`src/rtl/core/sgm_pca_pkg.sv`:
```
// ----------------------------------------------------------------------------
// SGM path cost aggregation package
// Widths, register indexes, stream layouts and shared types of the unit.
// ----------------------------------------------------------------------------
package sgm_pca_pkg;

    localparam int MAX_DISP   = 128;
    localparam int DISP_W     = $clog2(MAX_DISP);
    localparam int CNT_W      = DISP_W + 1;

    localparam int COST_W     = 8;
    localparam int PATH_W     = 24;
    localparam int AGG_W      = 26;
    localparam int P1_W       = 8;
    localparam int P2_W       = 10;
    localparam int CFG_CNT_W  = 8;
    localparam int CFG_DATA_W = 10;
    localparam int CFG_IDX_W  = 2;
    localparam int CMP_W      = (CNT_W > CFG_CNT_W) ? CNT_W : CFG_CNT_W;

    // register indexes on the configuration port
    localparam logic [CFG_IDX_W-1:0] CFG_IDX_SMALL_PENALTY   = 2'd0;
    localparam logic [CFG_IDX_W-1:0] CFG_IDX_LARGE_PENALTY   = 2'd1;
    localparam logic [CFG_IDX_W-1:0] CFG_IDX_DISPARITY_COUNT = 2'd2;

    localparam logic [P1_W-1:0]      SMALL_PENALTY_RST   = 8'd10;
    localparam logic [P2_W-1:0]      LARGE_PENALTY_RST   = 10'd120;
    localparam logic [CFG_CNT_W-1:0] DISPARITY_COUNT_RST = 8'd64;

    // input word: match_cost, aggregate_in
    localparam int S_COST_LSB = 0;
    localparam int S_AGG_LSB  = COST_W;
    localparam int S_USED_W   = COST_W + AGG_W;
    localparam int S_TDATA_W  = ((S_USED_W + 7) / 8) * 8;

    // result word: path_cost, aggregate_out, disparity_index
    localparam int M_PATH_LSB = 0;
    localparam int M_AGG_LSB  = PATH_W;
    localparam int M_DISP_LSB = PATH_W + AGG_W;
    localparam int M_USED_W   = PATH_W + AGG_W + DISP_W;
    localparam int M_TDATA_W  = ((M_USED_W + 7) / 8) * 8;

    typedef logic [PATH_W-1:0] path_t;
    typedef logic [AGG_W-1:0]  agg_t;
    typedef logic [DISP_W-1:0] disp_t;

    localparam path_t PATH_MAX = {PATH_W{1'b1}};
    localparam agg_t  AGG_MAX  = {AGG_W{1'b1}};

    // which terms of the recursion apply to this step
    typedef struct packed {
        logic start;
        logic has_left;
        logic has_right;
    } step_ctrl_t;

    typedef struct packed {
        path_t path_cost;
        agg_t  aggregate_out;
        disp_t disparity_index;
        logic  pixel_done;
    } result_t;

endpackage

```
`src/rtl/core/sgm_pca_cost.sv`:
```
// ----------------------------------------------------------------------------
// SGM path cost step
// Path cost of one disparity from the previous pixel's neighbours, and the
// saturated sum with the incoming aggregate.
// ----------------------------------------------------------------------------
module sgm_pca_cost
    import sgm_pca_pkg::*;
(
    input  logic [COST_W-1:0] match_cost,
    input  step_ctrl_t        ctrl,
    input  path_t             cost_here,
    input  path_t             cost_left,
    input  path_t             cost_right,
    input  path_t             prev_minimum,
    input  logic [P1_W-1:0]   small_penalty,
    input  logic [P2_W-1:0]   large_penalty,
    input  agg_t              aggregate_in,
    output path_t             path_cost,
    output agg_t              aggregate_out
);

    localparam int E_W = PATH_W + 1;
    localparam int S_W = ((AGG_W > PATH_W) ? AGG_W : PATH_W) + 1;

    logic [E_W-1:0] jump_term;
    logic [E_W-1:0] left_term;
    logic [E_W-1:0] right_term;
    logic [E_W-1:0] best;
    logic [E_W:0]   path_sum;
    logic [S_W-1:0] agg_sum;

    always_comb begin
        jump_term  = E_W'(prev_minimum) + E_W'(large_penalty);
        left_term  = E_W'(cost_left) + E_W'(small_penalty);
        right_term = E_W'(cost_right) + E_W'(small_penalty);

        best = (E_W'(cost_here) < jump_term) ? E_W'(cost_here) : jump_term;
        if (ctrl.has_left && (left_term < best)) begin
            best = left_term;
        end
        if (ctrl.has_right && (right_term < best)) begin
            best = right_term;
        end

        path_sum = (E_W + 1)'(match_cost) + {1'b0, best};

        if (ctrl.start) begin
            path_cost = PATH_W'(match_cost);
        end else if (path_sum > (E_W + 1)'(PATH_MAX)) begin
            path_cost = PATH_MAX;
        end else begin
            path_cost = path_sum[PATH_W-1:0];
        end

        agg_sum = S_W'(aggregate_in) + S_W'(path_cost);
        if (agg_sum > S_W'(AGG_MAX)) begin
            aggregate_out = AGG_MAX;
        end else begin
            aggregate_out = agg_sum[AGG_W-1:0];
        end
    end

endmodule

```
`config.mk`:
```
export PLATFORM = sky130hd
export DESIGN_NAME = sgm_pca_cost
export DESIGN_NICKNAME = d
export VERILOG_FILES = /design/src/rtl/core/sgm_pca_pkg.sv /design/src/rtl/core/sgm_pca_cost.sv
export SDC_FILE = /design/constraint.sdc
export NUM_CORES = 1
export LEC_CHECK = 0
export ABC_CLOCK_PERIOD_IN_PS = 15200
export BUFFER_PORTS_ARGS = -buffer_cell sky130_fd_sc_hd__buf_2
export CAP_MARGIN = 20
export CORE_MARGIN = 2
export CORE_UTILIZATION = 40
export DETAILED_ROUTE_END_ITERATION = 10
export PLACE_DENSITY = 0.66
export REMOVE_ABC_BUFFERS = 1
export SYNTH_ARGS = -nofsm -noshare
export SYNTH_HDL_FRONTEND = slang
export SYNTH_SLANG_ARGS = --single-unit
```
`constraint.sdc`:
```
create_clock -name vclk -period 15.2
set_clock_uncertainty 0.15 [all_clocks]
set_input_delay 0 -clock vclk [all_inputs]
set_output_delay 0 -clock vclk [all_outputs]
set_load 0.1 [all_outputs]
```
==> out/qor.txt, run 1 <==
DIE
----------------------------------------------------------------------------------
Top Ports ...........................................................          201
Starting Density ....................................................        0.410
Die area ............................................................   18,900 um2
Floorplan die height ................................................       137 um
Placeable core area .................................................   17,400 um2
Die X ...............................................................       137 um
Rows ................................................................           48

TIMING
----------------------------------------------------------------------------------
Final-report hold violation count ...................................            0
Setup violation total in the final timing report ....................            0
Period utilisation layout ...........................................        0.930
Setup total negative slack ..........................................         0 ns
Max-slew violation count ............................................            0
Transition time of the tightest slew-check pin ......................     0.650 ns
FMAX ................................................................     70.8 MHz
Post-layout minimum cycle time ......................................     14.13 ns
Worst relative slew slack ...........................................        0.554
Worst slack on hold paths ...........................................     0.348 ns

STATUS
----------------------------------------------------------------------------------
Result of the run ................................................... complete, no violations

FINISH
----------------------------------------------------------------------------------
Fraction of layout instances using a drive strength above 1 .........        0.244
Footprint of the multi-input gates ..................................     6870 um2
N_diodes ............................................................            0
Final core utilization ..............................................        0.507
Register area .......................................................        0 um2
Post-route non-filler standard cell count ...........................        1,464
Area Overhead vs Synth ..............................................        23.8%
Number of filler cells placed in the layout .........................        1,785
Final net count .....................................................        1,524
Clk_buf instances ...................................................            0
Number of flip-flops and latches ....................................            0

LOGIC SYNTHESIS
----------------------------------------------------------------------------------
Area share of the largest cell type after synthesis .................        0.223
Cell with the most instances after synthesis ........................ sky130_fd_sc_hd__ha_1
Cell type with the largest total area after synthesis ............... sky130_fd_sc_hd__ha_1
Number of different library cells in the post-synthesis netlist .....           80
Top cells by instance count after synthesis ......................... sky130_fd_sc_hd__ha_1 (127), sky130_fd_sc_hd__nand2_1 (97), sky130_fd_sc_hd__a21oi_1 (88), sky130_fd_sc_hd__nor2_1 (79), sky130_fd_sc_hd__inv_1 (77)
Largest cells by area after synthesis ............................... sky130_fd_sc_hd__ha_1 (22%), sky130_fd_sc_hd__xnor2_1 (7.6%), sky130_fd_sc_hd__a21oi_1 (6.2%)
Synthesized area divided by synthesized cell count ..................     6.92 um2
Synth Cell Area .....................................................     7110 um2
Number of standard cells after synthesis ............................        1,028
Synth Warn # ........................................................            0
Share of synthesized area occupied by flip-flops and latches ........            0

CRITICAL PATH
----------------------------------------------------------------------------------
Capturing element type of the critical path .........................   output pin
Critical Path Start Type ............................................   input port
Required time of the critical path ..................................     15.05 ns
Maximum fanout along the worst path .................................           20
Most common cell type on the critical path .......................... sky130_fd_sc_hd__buf_4
Cell with the largest stage delay on the worst path ................. sky130_fd_sc_hd__fa_1
Worst EP arrival ....................................................     13.98 ns
Slowest Stage Delay on Critical Path ................................      0.41 ns
Category of the most critical setup path ............................       in2out

POWER
----------------------------------------------------------------------------------
Power after layout ..................................................    0.00116 W
Static Leak .........................................................      4.18 nW
VDD IR max ..........................................................   0.000266 V
Power density cells .................................................   131 nW/um2

PLACEMENT
----------------------------------------------------------------------------------
Post-detail-place hpwl ..............................................    19,600 um
Number of buffers added on ports ....................................          201
Final RePlAce weighted congestion ...................................        0.896
Instance count after placement with tap cells included ..............        1,455

DRT
----------------------------------------------------------------------------------
DRC violation count after routing ...................................            0
Wire length per cell ................................................      15.4 um
Detailed-router iteration count before antenna repair ...............            8
Overall routed net length ...........................................    22,600 um
Iter 0 DRT Violations ...............................................          504
Vias/cell ...........................................................         5.59
Remaining number of nets flagged by the antenna check after routing .            0
Via count ...........................................................        8,187

WORST HOLD PATH
----------------------------------------------------------------------------------
Hold Path Cell Cnt ..................................................            3
Worst hold-check path type ..........................................       in2out
End point of the most critical hold path ............................ aggregate_out[24]
Source of the worst hold timing path ................................ aggregate_in[24]

GLOBAL ROUTING
----------------------------------------------------------------------------------
Maximum number of pins on one net before global-route repair ........           33
Via count of the first global-routing pass ..........................        7,473
Number of antenna violations at the first check in global routing ...            1
First-pass GRT wire length ..........................................    35,700 um
Combined global-route utilization of all metal layers ...............        0.229
Total gr overflow ...................................................            0

JOB
----------------------------------------------------------------------------------
Max Cap Violations ..................................................            0

==> worst max-delay path, delay by kind of cell <==
kind | cells | cell delay, ns
xor gates and xnor gates | 1 | 0.22
and+or+nand+nor | 14 | 1.98
muxes | 2 | 0.46
adders and majority gates | 9 | 2.61
buffers and inverters | 11 | 1.58
AOI/OAI and AO/OA | 39 | 7.07
==> cells in the final DEF (no fill, tap or decap), types with 5 or more instances in the layout <==
master,count
sky130_fd_sc_hd__a211o_1,5
sky130_fd_sc_hd__a211oi_1,11
sky130_fd_sc_hd__a21o_1,22
sky130_fd_sc_hd__a21oi_1,79
sky130_fd_sc_hd__a21oi_2,8
sky130_fd_sc_hd__a31oi_1,24
sky130_fd_sc_hd__and2_1,6
sky130_fd_sc_hd__and3_1,15
sky130_fd_sc_hd__buf_2,177
sky130_fd_sc_hd__buf_4,51
sky130_fd_sc_hd__fa_1,5
sky130_fd_sc_hd__ha_1,127
sky130_fd_sc_hd__inv_1,77
sky130_fd_sc_hd__mux2_2,11
sky130_fd_sc_hd__mux2i_1,13
sky130_fd_sc_hd__nand2_1,97
sky130_fd_sc_hd__nand2b_1,19
sky130_fd_sc_hd__nand3_1,40
sky130_fd_sc_hd__nand4_1,28
sky130_fd_sc_hd__nor2_1,77
sky130_fd_sc_hd__nor2b_1,9
sky130_fd_sc_hd__nor3_1,17
sky130_fd_sc_hd__o211ai_1,16
sky130_fd_sc_hd__o21a_1,17
sky130_fd_sc_hd__o21ai_0,52
sky130_fd_sc_hd__o21bai_1,14
sky130_fd_sc_hd__o31ai_1,7
sky130_fd_sc_hd__or2_2,8
sky130_fd_sc_hd__or3_1,9
sky130_fd_sc_hd__xnor2_1,62
sky130_fd_sc_hd__xor2_1,31
==> timing repair <==
item / 4_1_cts / 5_1_grt
pin swaps: 0 / 6
setup endpoints to repair: 25 / 26
hold buffers: 0 / 0
buffers inserted: 0 / 9
resized for setup: 5 / 77
==> routing by layer <==
| layer | GRT usage | vias to the layer above | wire length, um |
|---|---|---|---|
| met5 | 0 | - | 11 |
| met4 | 0.0263 | 2 | 231 |
| met3 | 0.0147 | 20 | 1370 |
| met2 | 0.397 | 288 | 10100 |
| met1 | 0.320 | 3644 | 10800 |
| li1 | - | 4233 | - |
==> cell type report <==
type,count,area share
inverter,78,0.0332
timing repair buffer,234,0.154
multi-input combinational,927,0.781
tap,225,0.0320
==> cell families (layout without fill, tap and decap cells) <==
logic type                 Yosys count  in the layout  synth area share
and+or+nand+nor                    357            357             0.251
buffers and inverters              101            312            0.0559
AOI/OAI and AO/OA                  314            314             0.294
xor gates and xnor gates            97             97             0.121
other                                1              1          0.000527
adders and majority gates          132            132             0.238
muxes                               26             26            0.0408
==> metrics by stage <==
stage / instance area [um2] / worst slack, ns
3_5_place_dp: 8510 / -0.316
3_3_place_gp: 8510 / 0.0595
6_report: 8810 / 1.07
4_1_cts: 8540 / 0.0765
2_1_floorplan: 7010 / -3.01
5_1_grt: 8810 / -0.0370
==> where the power goes <==
part           internal (W)  switching, W
sequential                0             0
clock                     0             0
combinational      0.000328      0.000827
total              0.000328      0.000827
==> worst max path at each step <==
stage / start / slack (ns) / endpoint / cells after the start
after global routing: prev_minimum[0] / -0.04 / aggregate_out[14] / 75
after CTS: prev_minimum[0] / 0.08 / aggregate_out[21] / 73
final: prev_minimum[0] / 1.07 / aggregate_out[2] / 76
after floorplan: prev_minimum[0] / -3.01 / aggregate_out[19] / 67
after detailed placement: prev_minimum[0] / -0.32 / aggregate_out[12] / 76
after global placement: prev_minimum[0] / 0.06 / aggregate_out[21] / 71
Power figures use the tool's default switching activity.
==> run 2, diff against run 1 <==
--- a/config.mk
+++ b/config.mk
@@ -8,10 +8,11 @@
 export ABC_CLOCK_PERIOD_IN_PS = 15200
 export BUFFER_PORTS_ARGS = -buffer_cell sky130_fd_sc_hd__buf_2
 export CAP_MARGIN = 20
+export CORE_ASPECT_RATIO = 0.7
 export CORE_MARGIN = 2
-export CORE_UTILIZATION = 40
+export CORE_UTILIZATION = 51
 export DETAILED_ROUTE_END_ITERATION = 10
-export PLACE_DENSITY = 0.66
+export PLACE_DENSITY = 0.82
 export REMOVE_ABC_BUFFERS = 1
 export SYNTH_ARGS = -nofsm -noshare
 export SYNTH_HDL_FRONTEND = slang
==> out/qor.txt, run 2 (synthesis gave the netlist of run 1 again) <==
STATUS
----------------------------------------------------------------------------------------
Result of the run ......................................................... complete, no violations

FINISH
----------------------------------------------------------------------------------------
Commonest non-fill, non-tap cell in the layout ............................ sky130_fd_sc_hd__buf_2
Number of filler cells placed in the layout ...............................        1,286   -28%
Area Overhead vs Synth ....................................................        25.5%
Final net count ...........................................................        1,534   +0.66%
N_diodes ..................................................................            0   unchanged
Final core utilization ....................................................        0.648   +0.140
Number of flip-flops and latches ..........................................            0   unchanged
Fraction of layout instances using a drive strength above 1 ...............        0.261   +0.0173
Clk_buf instances .........................................................            0   unchanged
Commonest cells after routing, fill and taps aside ........................ sky130_fd_sc_hd__buf_2 (175), sky130_fd_sc_hd__ha_1 (126), sky130_fd_sc_hd__nand2_1 (97)
Register area .............................................................        0 um2   unchanged

GLOBAL ROUTING
----------------------------------------------------------------------------------------
GR met2 Demand/Resource ...................................................        0.467   +0.0698
GR Layer Usage met3 .......................................................       0.0270   +0.0123
Combined global-route utilization of all metal layers .....................        0.282   +0.0535
Most congested layer reported by global routing ...........................         met2
Total gr overflow .........................................................            0   unchanged
Met1 routing resource usage after global routing ..........................        0.417   +0.0977
Maximum number of pins on one net before global-route repair ..............           33   unchanged
Via count of the first global-routing pass ................................        7,696   +3.0%
First-pass GRT wire length ................................................    36,100 um   +1.1%
Number of antenna violations at the first check in global routing .........            0   -1

TIMING
----------------------------------------------------------------------------------------
Worst slack on hold paths .................................................     0.297 ns   -0.0516 ns
Period utilisation layout .................................................        0.947   +0.0178
Max-slew violation count ..................................................            0   unchanged
Setup violation total in the final timing report ..........................            0   unchanged
Final-report hold violation count .........................................            0   unchanged
Worst relative slew slack .................................................        0.436   -0.118
Worst Setup Slack, final ..................................................     0.801 ns   -0.271 ns
FMAX ......................................................................     69.4 MHz   -1.9%
Post-layout minimum cycle time ............................................     14.40 ns   +0.271 ns
Transition time of the tightest slew-check pin ............................     0.837 ns   +0.187 ns
Setup repair after global routing missed its margin .......................         true

CRITICAL PATH
----------------------------------------------------------------------------------------
Stages on worst setup path ................................................           76   unchanged
Slowest Stage Delay on Critical Path ......................................      0.41 ns   about the same
Capturing element type of the critical path ...............................   output pin
End point of the critical path ............................................ aggregate_out[10]
Most common cell type on the critical path ................................ sky130_fd_sc_hd__ha_1
Worst Setup SP ............................................................ prev_minimum[0]
Worst path bufs/invs ......................................................            9   -2
Required time of the critical path ........................................     15.05 ns   about the same
Cell with the largest stage delay on the worst path ....................... sky130_fd_sc_hd__fa_1
Worst EP arrival ..........................................................     14.25 ns   +0.27 ns
Category of the most critical setup path ..................................       in2out
Category of cells accounting for the largest share of critical-path delay . compound AO/OA/AOI/OAI gates
Critical Path Start Type ..................................................   input port
Maximum fanout along the worst path .......................................           10   -50%

PLACEMENT
----------------------------------------------------------------------------------------
Post-place setup slack ....................................................    -0.544 ns   -0.228 ns
Number of buffers added on ports ..........................................          201   unchanged
Post-detail-place hpwl ....................................................    19,500 um   -0.55%
Final RePlAce weighted congestion .........................................        0.940   +4.9%

POWER
----------------------------------------------------------------------------------------
VDD IR max ................................................................   0.000197 V   -26%
Static Leak ...............................................................      4.23 nW   +1.4%
Power density cells .......................................................   133 nW/um2   +1.0%
Power after layout ........................................................    0.00118 W   +2.4%

DIE
----------------------------------------------------------------------------------------
Die X .....................................................................       145 um   +5.7%
Placeable core area .......................................................   13,800 um2   -21%
Floorplan die height ......................................................       103 um   -25%
Starting Density ..........................................................        0.516   +0.106
Top Ports .................................................................          201   unchanged
Rows ......................................................................           36   -25%
Die area ..................................................................   14,900 um2   -21%

DRT
----------------------------------------------------------------------------------------
Iter 0 DRT Violations .....................................................          745   +48%
DRC violation count after routing .........................................            0   unchanged
Overall routed net length .................................................    23,200 um   +2.7%
Via count .................................................................        8,584   +4.8%
Remaining number of nets flagged by the antenna check after routing .......            0   unchanged
Wire length per cell ......................................................      16.1 um   +4.5%
Vias/cell .................................................................         5.97   +6.7%
Detailed-router iteration count before antenna repair .....................            5   -3

CLOCKING
----------------------------------------------------------------------------------------
Number of buffers added to fix hold violations after cts ..................            0   unchanged

JOB
----------------------------------------------------------------------------------------
Max Cap Violations ........................................................            0   unchanged

WORST HOLD PATH
----------------------------------------------------------------------------------------
Worst hold-check path type ................................................       in2out

==> run 2: cell type report <==
type                       count  area, um2  area share
multi-input combinational    927       6950       0.778
timing repair buffer         244       1450       0.162
inverter                      78        293      0.0328
tap                          190        238      0.0266
==> run 2: per-stage QoR <==
stage | cell area [um2] | setup TNS, ns | cells
final | 8930 | 0 | 1439
after global routing | 8930 | -2.17 | 1439
after CTS | 8550 | 0 | 1427
after detailed placement | 8510 | -12.28 | 1427
after global placement | 8510 | 0 | 1427
after floorplan | 7010 | -64.52 | 1005
==> run 2: power by group <==
group	total [W]	switching, W	internal (W)
sequential	0	0	0
combinational	0.00118	0.000840	0.000343
clock	0	0	0
total	0.00118	0.000840	0.000343
==> run 2: worst min path at each step <==
stage,depth (start not counted),end,slack (ns),from
floorplan,1,path_cost[12],0.19,ctrl[2]
global placement,4,aggregate_out[25],0.29,aggregate_in[25]
detailed placement,4,aggregate_out[25],0.30,aggregate_in[25]
CTS,4,aggregate_out[25],0.30,aggregate_in[25]
global route,3,aggregate_out[24],0.35,aggregate_in[24]
finish,4,aggregate_out[25],0.30,aggregate_in[25]
==> run 2: per-layer routing <==
metal | wire, um | up-vias
met1 | 11000 | 3920
li1 | - | 4244
met5 | 0 | -
met4 | 194 | 0
met3 | 2030 | 22
met2 | 9960 | 398
==> run 2: tightest hold or removal path, cell delays in order <==
cell                       delay (ns)
sky130_fd_sc_hd__buf_2           0.12
sky130_fd_sc_hd__nor2_1          0.08
sky130_fd_sc_hd__a211oi_1        0.07
sky130_fd_sc_hd__buf_12          0.17
==> run 2: what timing repair did <==
action / in CTS / in global routing
pin swaps: 0 / 13
buffers inserted: 0 / 11
resized for setup: 10 / 92
endpoints found under the setup margin: 26 / 26
cloned: 0 / 1
